--- config.mk ---
export PLATFORM = sky130hd
export DESIGN_NAME = qoi_hdr_parser
export DESIGN_NICKNAME = d
export VERILOG_FILES = /design/src/rtl/core/qoi_pkg.sv /design/src/rtl/core/qoi_hdr_parser.sv
export SDC_FILE = /design/constraint.sdc
export NUM_CORES = 2
export LEC_CHECK = 0
export BUFFER_PORTS_ARGS = -buffer_cell sky130_fd_sc_hd__buf_2
export CORE_MARGIN = 2
export CORE_UTILIZATION = 59
export DETAILED_ROUTE_END_ITERATION = 6
export PLACE_DENSITY = 0.8
export SKIP_LAST_GASP = 1
export SYNTH_ARGS = -nofsm -noshare
export SYNTH_HDL_FRONTEND = slang
export SYNTH_SLANG_ARGS = --single-unit
--- constraint.sdc ---
create_clock -name clk -period 9.8 [get_ports clk]
set_clock_uncertainty 0.15 [all_clocks]
set_input_delay 1.47 -clock clk [delete_from_list [all_inputs] [get_ports clk]]
set_output_delay 1.47 -clock clk [all_outputs]
set_load 0.01 [all_outputs]
--- src/rtl/core/qoi_pkg.sv ---
// ----------------------------------------------------------------------------
// qoi_pkg
// Shared types, op codes and helpers of the QOI stream decoder.
// ----------------------------------------------------------------------------
`default_nettype none

package qoi_pkg;

  localparam logic [31:0] QOI_MAGIC         = 32'h716F_6966;
  localparam logic [31:0] PIXEL_LIMIT_RESET = 32'd400000000;

  localparam logic [7:0] OP_RGB  = 8'hFE;
  localparam logic [7:0] OP_RGBA = 8'hFF;

  // two-bit tags in the top of an op byte
  localparam logic [1:0] TAG_INDEX = 2'b00;
  localparam logic [1:0] TAG_DIFF  = 2'b01;
  localparam logic [1:0] TAG_LUMA  = 2'b10;
  localparam logic [1:0] TAG_RUN   = 2'b11;

  localparam logic [1:0] KIND_PIXEL  = 2'd0;
  localparam logic [1:0] KIND_HDR_OK = 2'd1;
  localparam logic [1:0] KIND_HDR_BAD = 2'd2;

  typedef struct packed {
    logic [7:0] r;
    logic [7:0] g;
    logic [7:0] b;
    logic [7:0] a;
  } qoi_pixel_t;

  localparam qoi_pixel_t OPAQUE_BLACK = '{r: 8'd0, g: 8'd0, b: 8'd0, a: 8'hFF};

  typedef struct packed {
    logic [7:0] data_byte;
    logic       file_start;
  } qoi_in_t;

  typedef struct packed {
    logic [1:0]  kind;
    logic [7:0]  red;
    logic [7:0]  green;
    logic [7:0]  blue;
    logic [7:0]  alpha;
    logic [31:0] image_width;
    logic [31:0] image_height;
    logic [7:0]  channel_count;
    logic [7:0]  color_space;
    logic        run_last;
    logic        image_last;
  } qoi_out_t;

  // header parser status toward the pixel sequencer
  typedef struct packed {
    logic        last;
    logic        ok;
    logic [31:0] width;
    logic [31:0] height;
    logic [7:0]  channels;
    logic [7:0]  colorspace;
    logic [31:0] pixel_count;
  } qoi_hdr_t;

  // color table slot: (3r + 5g + 7b + 11a) mod 64
  function automatic logic [5:0] qoi_hash(input qoi_pixel_t p);
    logic [11:0] s;
    s = {4'd0, p.r} * 12'd3 + {4'd0, p.g} * 12'd5 + {4'd0, p.b} * 12'd7
      + {4'd0, p.a} * 12'd11;
    return s[5:0];
  endfunction

endpackage

`default_nettype wire

--- src/rtl/core/qoi_hdr_parser.sv ---
// ----------------------------------------------------------------------------
// qoi_hdr_parser
// Collects the 14 header bytes, forms width times height a byte ahead of
// the last one and checks the header on the colorspace byte.
// ----------------------------------------------------------------------------
`default_nettype none

module qoi_hdr_parser (
  input  wire logic         clk,
  input  wire logic         rst,
  input  wire logic         restart,
  input  wire logic         byte_en,
  input  wire logic [7:0]   data_byte,
  input  wire logic [31:0]  pixel_limit,
  output qoi_pkg::qoi_hdr_t hdr
);

  localparam logic [3:0] K_WIDTH      = 4'd4;
  localparam logic [3:0] K_HEIGHT     = 4'd8;
  localparam logic [3:0] K_CHANNELS   = 4'd12;
  localparam logic [3:0] K_COLORSPACE = 4'd13;

  logic [3:0]  header_count;
  logic [3:0]  k;
  logic [31:0] magic_shift;
  logic [31:0] width_shift;
  logic [31:0] height_shift;
  logic [7:0]  channels_seen;
  logic [7:0]  colorspace;
  logic [63:0] area;

  assign k = restart ? 4'd0 : header_count;

  always_ff @(posedge clk) begin
    if (rst) begin
      header_count <= '0;
    end else if (byte_en) begin
      header_count <= k + 4'd1;
    end
  end

  // each field is shifted in whole, so a restart needs no clearing here
  always_ff @(posedge clk) begin
    if (byte_en) begin
      if (k < K_WIDTH) begin
        magic_shift <= {magic_shift[23:0], data_byte};
      end else if (k < K_HEIGHT) begin
        width_shift <= {width_shift[23:0], data_byte};
      end else if (k < K_CHANNELS) begin
        height_shift <= {height_shift[23:0], data_byte};
      end else if (k == K_CHANNELS) begin
        channels_seen <= data_byte;
        area          <= {32'd0, width_shift} * {32'd0, height_shift};
      end else if (k == K_COLORSPACE) begin
        colorspace <= data_byte;
      end
    end
  end

  always_comb begin
    hdr.last        = byte_en && (k == K_COLORSPACE);
    hdr.ok          = (magic_shift == qoi_pkg::QOI_MAGIC) && (width_shift != '0)
                   && (height_shift != '0)
                   && (channels_seen == 8'd3 || channels_seen == 8'd4)
                   && (data_byte <= 8'd1) && (area < {32'd0, pixel_limit});
    hdr.width       = width_shift;
    hdr.height      = height_shift;
    hdr.channels    = channels_seen;
    hdr.colorspace  = colorspace;
    hdr.pixel_count = area[31:0];
  end

endmodule

`default_nettype wire

==> out/results.tsv <==
metric	value	unit
grt_pass1_wl	167000	um
synth.top_cells.by_area	sky130_fd_sc_hd__fa_1, sky130_fd_sc_hd__edfxtp_1, sky130_fd_sc_hd__ha_1	
routabilityCongestion	0.926	
min_period	8.79	ns
critPathKind	register to register	
crit_path_frequent_cell	sky130_fd_sc_hd__fa_1	
final-setup-viol-count	0	
hold_viol_final	0	
gr-usage-all-layers	0.312	
start_util	0.597	
design.portCount	158	
cts_buffer_count	17	
detailedPlace.worstSlack	1.18	ns
timing.hold.worst.start	magic_shift[5]	
tritoncts_num_sinks	180	
drc_violation_count_after_routing	0	
r2r_cells	23	
number_of_distinct_library_cells_after_synthesis	69	
area_growth	5.22	%
whs_path_depth	0	
total_wire_length	104000	um
drtIter0Drc	2254	
layout_worst_path_cycle_share	0.897	
cts.path.max_buffers	2	
synth_top_cells_by_count	sky130_fd_sc_hd__inv_1, sky130_fd_sc_hd__fa_1, sky130_fd_sc_hd__and2_1	
vias_in_the_first_global_route	31011	
critPathLaunchType	register	
cts.repair.resized	0	
synthesis.area_per_instance	9.84	um^2
port_buffers	157	
pleak	20.7	nW
leading_cell_type_by_number_of_instances_after_synthesis	sky130_fd_sc_hd__inv_1	
length_of_the_first_detailed_routing_pass_in_iterations	5	
list_of_cells_traversed_by_the_critical_path	buf_4 > and2_1 > fa_1 > fa_1 > inv_1 > fa_1 > fa_1 > inv_1 > fa_1 > fa_1 > fa_1 > inv_1 > fa_1 > inv_1 > ha_1 > and3_1 > nand2_1 > nor4_2 > o311a_1 > nor3_1 > nor2_1 > a2111oi_0 > or4_1	
fmaxAchievable	0.114	GHz
die-width	265	um
required	9.88	ns
grt-ovfl-total	0	
final_util	0.628	
clk_pin_slew	0.08	ns
max_capacitance_violation_count	0	
fillCellCount	5316	
power.density_cell_area	42.9	nW/um^2
drive_gt1_frac	0.0701	
cts_tree	done	
synth_warnings	0	
synth_ff_type	sky130_fd_sc_hd__edfxtp_1	
mapped_area	40100	um^2
syn-num-nets	5308	
timing_worst_slew_pin_value	1.41	ns
yosys.area.top_type	sky130_fd_sc_hd__fa_1	
crit_slowest_cell	sky130_fd_sc_hd__edfxtp_1	
hold_path_class	register to register	
worst_path_largest_cell_delay	1.13	ns
clk_latency	0.51	ns
grt_max_degree	40	
placement_rows	95	
clockRootBuffer	sky130_fd_sc_hd__clkbuf_16	
worst_setup_path_end_kind	register	
rsz0062_at_grt	false	
slew_headroom	0.0602	
critical_path.reg2reg.endpoint	area[63]	
postSynthCellCount	4071	
grt_antenna_before_repair	2	
ys_seq_area_frac	0.134	
detail-route-antenna-nets	0	
nets	5319	
die_height	265	um
die-area	70000	um^2
post-synth-top-area-fraction	0.448	
finalMaxSlewViolations	0	
via_per_inst	5.76	
final.setup.worst_slack	1.01	ns
cts_post_setup_buffers_inserted	0	
core_footprint	67200	um^2
num_vias	28634	
totalNegativeSetupSlack	0	ns
register_to_register_setup_slack	1.01	ns
synth_async_sr_flop_share	0	
crit_path_max_fanout	25	
dr_wl_cell	20.9	um
run_status	complete, no violations	
worst_r2r_startpoint	width_shift[21]	
worst_ep_arrival_time	8.88	ns
synth_seq_cells	180	
cts_hold_buf	0	
irDropWorstVdd	0.129	mV
count_of_flip_flops_with_a_built_in_enable_after_synthesis	176	
timing.hold.worst_endpoint	magic_shift[13]	
htree_num_levels	4	
place.detailed.hpwl	82500	um
## cells by family (layout without fill, tap and decap cells)
logic type | after synthesis | count (layout) | share of synthesized area
compound gates | 233 | 233 | 0.0378
xor+xnor | 62 | 62 | 0.0136
simple gates | 1257 | 1257 | 0.164
fa+ha+maj | 1193 | 1193 | 0.540
buf+inv | 1145 | 1169 | 0.110
other cells | 0 | 1 | 0
flops | 180 | 180 | 0.134
mux | 1 | 1 | 0.000250
## registers in the layout, summed over array words and instances, names as in the netlist
register,count
width_shift,32
area,64
magic_shift,32
colorspace,8
height_shift,32
header_count,4
channels_seen,8
## worst max path at each step
| stage | start | endpoint | cells past startpoint |
|---|---|---|---|
| global route | height_shift[15] | area[62] | 24 |
| floorplan | byte_en | area[0] | 3 |
| finish | width_shift[21] | area[63] | 23 |
| detailed placement | height_shift[15] | area[63] | 22 |
| CTS | height_shift[15] | area[63] | 22 |
| global placement | height_shift[14] | area[63] | 22 |
## report_power, final
| part | total (mW) | internal, mW | switching, mW |
|---|---|---|---|
| sequential | 0.855 | 0.850 | 0.00414 |
| clock | 0.777 | 0.376 | 0.401 |
| combinational | 0.175 | 0.0689 | 0.106 |
| total | 1.81 | 1.30 | 0.511 |
## through the flow
stage | cells | area (um^2) | hold slack (ns) | total power [mW]
after floorplan | 4071 | 40100 | 0.267 | 0.985
after global placement | 4936 | 41500 | 0.271 | 1.04
after detailed placement | 4936 | 41500 | 0.278 | 1.04
after CTS | 4968 | 42200 | 0.288 | 1.82
after global routing | 4968 | 42200 | 0.294 | 1.86
final | 4969 | 42200 | 0.291 | 1.81
## area by class of cell
type | count | area [um^2] | area share
antenna | 1 | 2.50 | 0.0000594
clock buffer | 17 | 425 | 0.0101
clock inverter | 15 | 223 | 0.00528
inverter | 906 | 3400 | 0.0807
multi-input combinational | 2746 | 30300 | 0.719
sequential | 180 | 5370 | 0.127
tap | 873 | 1090 | 0.0259
timing repair buffer | 231 | 1350 | 0.0321
## cells in the final DEF, fill, tap and decap left out, types with 13 or more instances in the layout
cell / n
sky130_fd_sc_hd__buf_4: 73
sky130_fd_sc_hd__xnor2_1: 39
sky130_fd_sc_hd__clkbuf_16: 17
sky130_fd_sc_hd__nor2_1: 46
sky130_fd_sc_hd__nor4_1: 28
sky130_fd_sc_hd__buf_2: 157
sky130_fd_sc_hd__xor2_1: 23
sky130_fd_sc_hd__inv_1: 906
sky130_fd_sc_hd__fa_1: 896
sky130_fd_sc_hd__nand2_1: 487
sky130_fd_sc_hd__o21bai_1: 13
sky130_fd_sc_hd__and2_1: 591
sky130_fd_sc_hd__o21ai_0: 39
sky130_fd_sc_hd__a21o_1: 31
sky130_fd_sc_hd__nand4_1: 28
sky130_fd_sc_hd__edfxtp_1: 176
sky130_fd_sc_hd__ha_1: 297
sky130_fd_sc_hd__a21oi_1: 76
## metal layers
layer,share of wire,up-vias,GRT usage,wire length [um]
met1,0.36,14723,0.376,37000
met5,0.00011,-,0,11
li1,-,12122,-,-
met3,0.071,412,0.0463,7410
met2,0.50,1375,0.538,52200
met4,0.069,2,0.182,7180
## critical path: cells and delay by family, from the launching register on
kind            cells  cell delay, ns
fa+ha+maj           9            4.41
buf+inv             5            0.59
simple gates        7            1.77
compound gates      2            0.46
flops               1            1.13
No activity file was read; power rests on OpenSTA's default activity.
