File: src/rtl/core/qoi_pkg.sv
// ----------------------------------------------------------------------------
// qoi_pkg
// Shared types, op codes and helpers of the QOI stream decoder.
// ----------------------------------------------------------------------------
`default_nettype none

package qoi_pkg;

  localparam logic [31:0] QOI_MAGIC         = 32'h716F_6966;
  localparam logic [31:0] PIXEL_LIMIT_RESET = 32'd400000000;

  localparam logic [7:0] OP_RGB  = 8'hFE;
  localparam logic [7:0] OP_RGBA = 8'hFF;

  // two-bit tags in the top of an op byte
  localparam logic [1:0] TAG_INDEX = 2'b00;
  localparam logic [1:0] TAG_DIFF  = 2'b01;
  localparam logic [1:0] TAG_LUMA  = 2'b10;
  localparam logic [1:0] TAG_RUN   = 2'b11;

  localparam logic [1:0] KIND_PIXEL  = 2'd0;
  localparam logic [1:0] KIND_HDR_OK = 2'd1;
  localparam logic [1:0] KIND_HDR_BAD = 2'd2;

  typedef struct packed {
    logic [7:0] r;
    logic [7:0] g;
    logic [7:0] b;
    logic [7:0] a;
  } qoi_pixel_t;

  localparam qoi_pixel_t OPAQUE_BLACK = '{r: 8'd0, g: 8'd0, b: 8'd0, a: 8'hFF};

  typedef struct packed {
    logic [7:0] data_byte;
    logic       file_start;
  } qoi_in_t;

  typedef struct packed {
    logic [1:0]  kind;
    logic [7:0]  red;
    logic [7:0]  green;
    logic [7:0]  blue;
    logic [7:0]  alpha;
    logic [31:0] image_width;
    logic [31:0] image_height;
    logic [7:0]  channel_count;
    logic [7:0]  color_space;
    logic        run_last;
    logic        image_last;
  } qoi_out_t;

  // header parser status toward the pixel sequencer
  typedef struct packed {
    logic        last;
    logic        ok;
    logic [31:0] width;
    logic [31:0] height;
    logic [7:0]  channels;
    logic [7:0]  colorspace;
    logic [31:0] pixel_count;
  } qoi_hdr_t;

  // color table slot: (3r + 5g + 7b + 11a) mod 64
  function automatic logic [5:0] qoi_hash(input qoi_pixel_t p);
    logic [11:0] s;
    s = {4'd0, p.r} * 12'd3 + {4'd0, p.g} * 12'd5 + {4'd0, p.b} * 12'd7
      + {4'd0, p.a} * 12'd11;
    return s[5:0];
  endfunction

endpackage

`default_nettype wire

File: src/rtl/core/qoi_color_table.sv
// ----------------------------------------------------------------------------
// qoi_color_table
// 64-entry color table: one write port, one registered read port, and a
// valid bit per entry so that reset or a new file clears it at once.
// ----------------------------------------------------------------------------
`default_nettype none

module qoi_color_table (
  input  wire logic                clk,
  input  wire logic                rst,
  input  wire logic                clear,
  input  wire logic                rd_en,
  input  wire logic [5:0]          rd_addr,
  output qoi_pkg::qoi_pixel_t      rd_data,
  input  wire logic                wr_en,
  input  wire logic [5:0]          wr_addr,
  input  qoi_pkg::qoi_pixel_t      wr_data
);

  qoi_pkg::qoi_pixel_t mem [64];
  qoi_pkg::qoi_pixel_t rd_q;
  logic [63:0]         valid;
  logic                rd_valid;

  always_ff @(posedge clk) begin
    if (wr_en) begin
      mem[wr_addr] <= wr_data;
    end
    if (rd_en) begin
      rd_q <= mem[rd_addr];
    end
  end

  always_ff @(posedge clk) begin
    if (rst || clear) begin
      valid    <= '0;
      rd_valid <= 1'b0;
    end else begin
      if (wr_en) begin
        valid[wr_addr] <= 1'b1;
      end
      if (rd_en) begin
        rd_valid <= valid[rd_addr];
      end
    end
  end

  // an entry never written reads as zero
  assign rd_data = rd_valid ? rd_q : '0;

  a_no_rd_wr_overlap : assert property (@(posedge clk) disable iff (rst)
    !(rd_en && wr_en))
    else $error("color table read and write in the same cycle");

  a_no_wr_on_clear : assert property (@(posedge clk) disable iff (rst)
    !(wr_en && clear))
    else $error("color table write during clear");

endmodule

`default_nettype wire

File: config.mk
export PLATFORM = sky130hd
export DESIGN_NAME = qoi_color_table
export DESIGN_NICKNAME = d
export VERILOG_FILES = /design/src/rtl/core/qoi_pkg.sv /design/src/rtl/core/qoi_color_table.sv
export SDC_FILE = /design/constraint.sdc
export NUM_CORES = 2
export LEC_CHECK = 0
export ABC_AREA = 0
export BUFFER_PORTS_ARGS = -buffer_cell sky130_fd_sc_hd__buf_2
export CAP_MARGIN = 20
export CELL_PAD_IN_SITES_DETAIL_PLACEMENT = 2
export CELL_PAD_IN_SITES_GLOBAL_PLACEMENT = 2
export CORE_UTILIZATION = 55
export CTS_CLUSTER_DIAMETER = 80
export DETAILED_ROUTE_END_ITERATION = 7
export PLACE_DENSITY = 0.9
export SLEW_MARGIN = 20
export SYNTH_ARGS = -nofsm -noshare
export SYNTH_HDL_FRONTEND = slang
export SYNTH_SLANG_ARGS = --single-unit
File: constraint.sdc
create_clock -name clk -period 11.2 [get_ports clk]
set_input_delay 1.12 -clock clk [delete_from_list [all_inputs] [get_ports clk]]
set_output_delay 1.12 -clock clk [all_outputs]
set_load 0.02 [all_outputs]
==> results.md, run 1 <==
* Number of cell rows at 140
* Gpl congestion at between 0.7 and 0.8
* Post-synth top area cell: edfxtp_1
* Ys Warns at 0
* Mapped cell area at a little over 0.08 mm²
* Run Error: [ERROR DPL-0033] detailed placement checks failed during check placement.
* Yosys cell types at 29
* Post-synth top area share at about three quarters
* Yosys reg bits at roughly 2.1k
* Synth async-reset ratio at 0%
* Status: stopped before the end
* Last stage: 3_5_place_dp
* Synth Flop Type: edfxtp_1
* Starting Density at 55.63%
* Ranking of synthesized cells by area: edfxtp_1, mux4_2, dfxtp_1
* Number of port buffers at 80
* Register area share after synthesis at 78.46%
* Syn Inst Count at 3,312
* HPWL Detailed at ~200 mm
* Mean Syn Cell Area at 24.54 µm²
* I/O pin cnt at 81
* Die W at about 390 µm
* Post-synth EDFFs at roughly 2.1k
* DIE HEIGHT at between 300 and 400 µm
* Synthesized Nets at approximately 3.4k
cell families after synthesis:
| group | count (synthesis) | synth area share, % |
|---|---|---|
| flops | 2145 | 78.46 |
| compound gates | 139 | 1.258 |
| mux | 662 | 18.20 |
| buf+inv | 178 | 0.9915 |
| simple gates | 188 | 1.090 |
cell usage after synthesis, drive strengths merged (6+ instances only):
master and instances:
nand3 10, a211oi 6, mux2i 6, nor2b 13, dfxtp 65, mux4 652, nand2 37, edfxtp 2080
a22oi 56, clkbuf 79, o21a 64, buf 99, and2 33, nor3 9, nor2 72, nand2b 7
metrics by stage:
stage / cells / worst slack [ns]
after global placement: 5224 / 5.359
after floorplan: 3312 / 6.883
==> inputs of run 2 (changes only) <==
--- a/config.mk
+++ b/config.mk
@@ -8,12 +8,9 @@
 export ABC_AREA = 0
 export BUFFER_PORTS_ARGS = -buffer_cell sky130_fd_sc_hd__buf_2
 export CAP_MARGIN = 20
-export CELL_PAD_IN_SITES_DETAIL_PLACEMENT = 2
-export CELL_PAD_IN_SITES_GLOBAL_PLACEMENT = 2
-export CORE_UTILIZATION = 55
-export CTS_CLUSTER_DIAMETER = 80
+export CORE_UTILIZATION = 40
 export DETAILED_ROUTE_END_ITERATION = 7
-export PLACE_DENSITY = 0.9
+export PLACE_DENSITY_LB_ADDON = 0.15
 export SLEW_MARGIN = 20
 export SYNTH_ARGS = -nofsm -noshare
 export SYNTH_HDL_FRONTEND = slang
==> run 2 against run 1 <==
The flow now finishes without violations; synthesized area is the same; synthesized cell count is the same.
==> results.md, run 2 <==
* Total Nets Final at 3,594
* Starting Density at 40.21% (was 55.63%)
* FF-to-FF Start: mem[61][30]$_DFFE_PP_
* Slew @ Worst Pin at approximately 1.2 ns
* Worst VDD drop at roughly 150 µV
* CP Max Fanout at ~120
* WHS Path Cells at 1
* Total Power at 16.87 mW
* Number of global-route vias before repair at around 38k
* Hold EP: valid[25]$_SDFFE_PP0P_
* Pre-CTS setup slack at around 5.6 ns
* Htree depth at 4
* Worst Path Required at 11.75 ns
* DIE HEIGHT at 452.7 µm (was 386.4 µm)
* Longest Clk Path Bufs at 3
* Post-synth top area share at 76.86% (unchanged)
* RSZ-0062 raised after global routing: false
* Number of cell rows at 165 (was 140)
* Ranking of synthesized cells by area: edfxtp_1, mux4_2, dfxtp_1 (unchanged)
* Area delta synth->final at 14.17%
* Worst setup SP type: primary input
* Rel. slew slack at 23.14%
* TritonCTS buffer count at between 200 and 250
* Max frequency at around 220 MHz
* DR DRC count at 0
* Clock-pin slew on the worst setup and hold paths at approximately 0.060 ns
* Post-CTS sizing at 0
* Post-route ant nets at 0
* Area after DPL at 0.08564 mm²
* Reg-to-reg critical path endpoint: rd_q[30]$_DFFE_PP_
* Via count at around 37k
* Max Clock Skew at ~0.025 ns
* Endpoints failing setup at 0
* Post-synth top area cell: edfxtp_1 (unchanged)
* Most numerous cell in the Yosys netlist: edfxtp_1 (unchanged)
* I/O pin cnt at 81 (unchanged)
* Max-slew violation count at 0
* First-pass GRT wire length at roughly 300 mm
* Critical Path AT at 5.18 ns
* Die area at approximately 0.20 mm²
* Vias per inst at 5.780
* DRT iter0 DRCs at 4,108
* Register-to-Register Path Depth at 4
* Core Box Area at just over 0.2 mm²
* Largest register FFs at between 2k and 2.5k
* Worst reg-to-reg setup slack at 8.54 ns
* Commonest non-fill, non-tap cell in the layout: edfxtp_1
* HPWL Detailed at 105.5 mm (was 201.3 mm)
* Final setup margin at 6.568 ns
* Yosys reg bits at 2,145 (unchanged)
* Register area share after synthesis at 78.46% (unchanged)
* Max-cap check violation count at 0
* Initial antenna violation count at 18
* Critical Path Sink Type: flip-flop
* Final hold viol count at 0
* Syn Inst Count at 3,312 (unchanged)
* WL per Instance at about 34 µm
* Mapped cell area at 0.08126 mm² (unchanged)
* Gr usage total at 21.32%
* Synth Flop Type: edfxtp_1 (unchanged)
* Root Buffer: clkbuf_16
* Status: finished, final reports clean (was stopped before the end)
* Fraction of layout cells with a size suffix above 1 at 32.77%
* Total grt overflow at 0
* Setup_tns at 0 ns
* Mean Syn Cell Area at 24.54 µm² (unchanged)
* Pwr dens at 181.8 mW/mm²
* Placed Cells at 5,997
* Finished Cell Area at approximately 0.093 mm²
* Gpl congestion at 0.7406 (was 0.7857)
* Hold Crit Class: flip-flop to flip-flop
* Post-synth EDFFs at 2,080 (unchanged)
* Ys Warns at 0 (unchanged)
* Non-filler instance count after layout at 6,413
* Worst Setup SP: rd_addr[2]
* Number of port buffers at 80 (unchanged)
* Top post-synthesis cells by count: edfxtp_1, mux4_2, clkbuf_1 (unchanged)
* Fin crit share at 41.36%
* Synthesized Nets at 3,361 (unchanged)
* Yosys cell types at 29 (unchanged)
* CTS tree: done
* Synth async-reset ratio at 0% (unchanged)
* Worst-skew pair later-pin latency at around 0.85 ns
* Biggest regs: mem (2048), valid (64), rd_q (32)
* Routed WL at 216.8 mm
* Most frequent cells in the layout: edfxtp_1, mux4_2, clkbuf_16, buf_4
* Hold_sp: valid[25]$_SDFFE_PP0P_
* Most flops, register: mem
* Post-CTS setup buffers at 0
* Largest net degree at the start of global routing at around 120
* Die W at 452.7 µm (was 386.4 µm)
* Leakage at between 20 and 30 nW
* Clock Sinks at 2,145
* 1st-pass router iterations at 5
* Cts hold-fix bufs at 0
* Path type of the worst setup path: primary input to flip-flop
* Tmin final at around 4.6 ns
==> run 2: worst max-delay path, cell delays in order <==
cell and delay [ns]:
buf_8 0.52, buf_4 0.74, buf_12 0.55, mux4_2 0.42, mux4_2 0.51, a22oi_1 0.79
nand2_1 0.13
==> run 2: how the worst max path moves through the flow <==
stage / endpoint / slack, ns / cells after the start
floorplan: mem[40][0]$_DFFE_PP_ / 6.88 / 3
global placement: rd_q[17]$_DFFE_PP_ / 5.60 / 7
detailed placement: rd_q[18]$_DFFE_PP_ / 5.63 / 7
CTS: rd_q[18]$_DFFE_PP_ / 6.55 / 7
global route: rd_q[17]$_DFFE_PP_ / 6.29 / 7
finish: rd_q[18]$_DFFE_PP_ / 6.57 / 7
==> run 2: power by group <==
part / internal, mW / switching, mW
clock network: 4.18 / 3.03
logic: 0.295 / 0.465
registers: 8.87 / 0.0336
==> run 2: kinds of logic after synthesis <==
kind of cell | count (synthesis) | share of synthesized area [%]
mux | 662 | 18.20
simple gates | 188 | 1.090
flops | 2145 | 78.46
buf+inv | 178 | 0.9915
compound gates | 139 | 1.258
==> run 2: final cells by class <==
type / instances / area [µm²]
well taps: 2672 / 3343
fillers: 16620 / 109300
clock buffers: 283 / 5897
multi-input cells: 989 / 17200
clock inverters: 127 / 1191
diodes: 6 / 15.01
flip-flops and latches: 2145 / 63760
repair buffers: 191 / 1370
==> run 2: stage by stage <==
| step | util, % | hold slack (ns) |
|---|---|---|
| after floorplan | - | 0.4330 |
| after global placement | 42.37 | 0.4386 |
| after detailed placement | 42.37 | 0.4497 |
| after CTS | 45.88 | 0.4631 |
| after global routing | 45.90 | 0.4754 |
| final | 45.91 | 0.4601 |
==> run 2: metal layers <==
layer | vias up | wire length, µm | share of wire, % | global-route usage, %
met5 | - | 23 | 0.011 | 0
met4 | 4 | 3872 | 1.8 | 4.804
met3 | 259 | 12430 | 5.7 | 2.965
met2 | 1209 | 105700 | 49 | 34.50
met1 | 20750 | 94680 | 44 | 30.82
li1 | 14840 | - | - | -
Power figures use the tool's default switching activity.
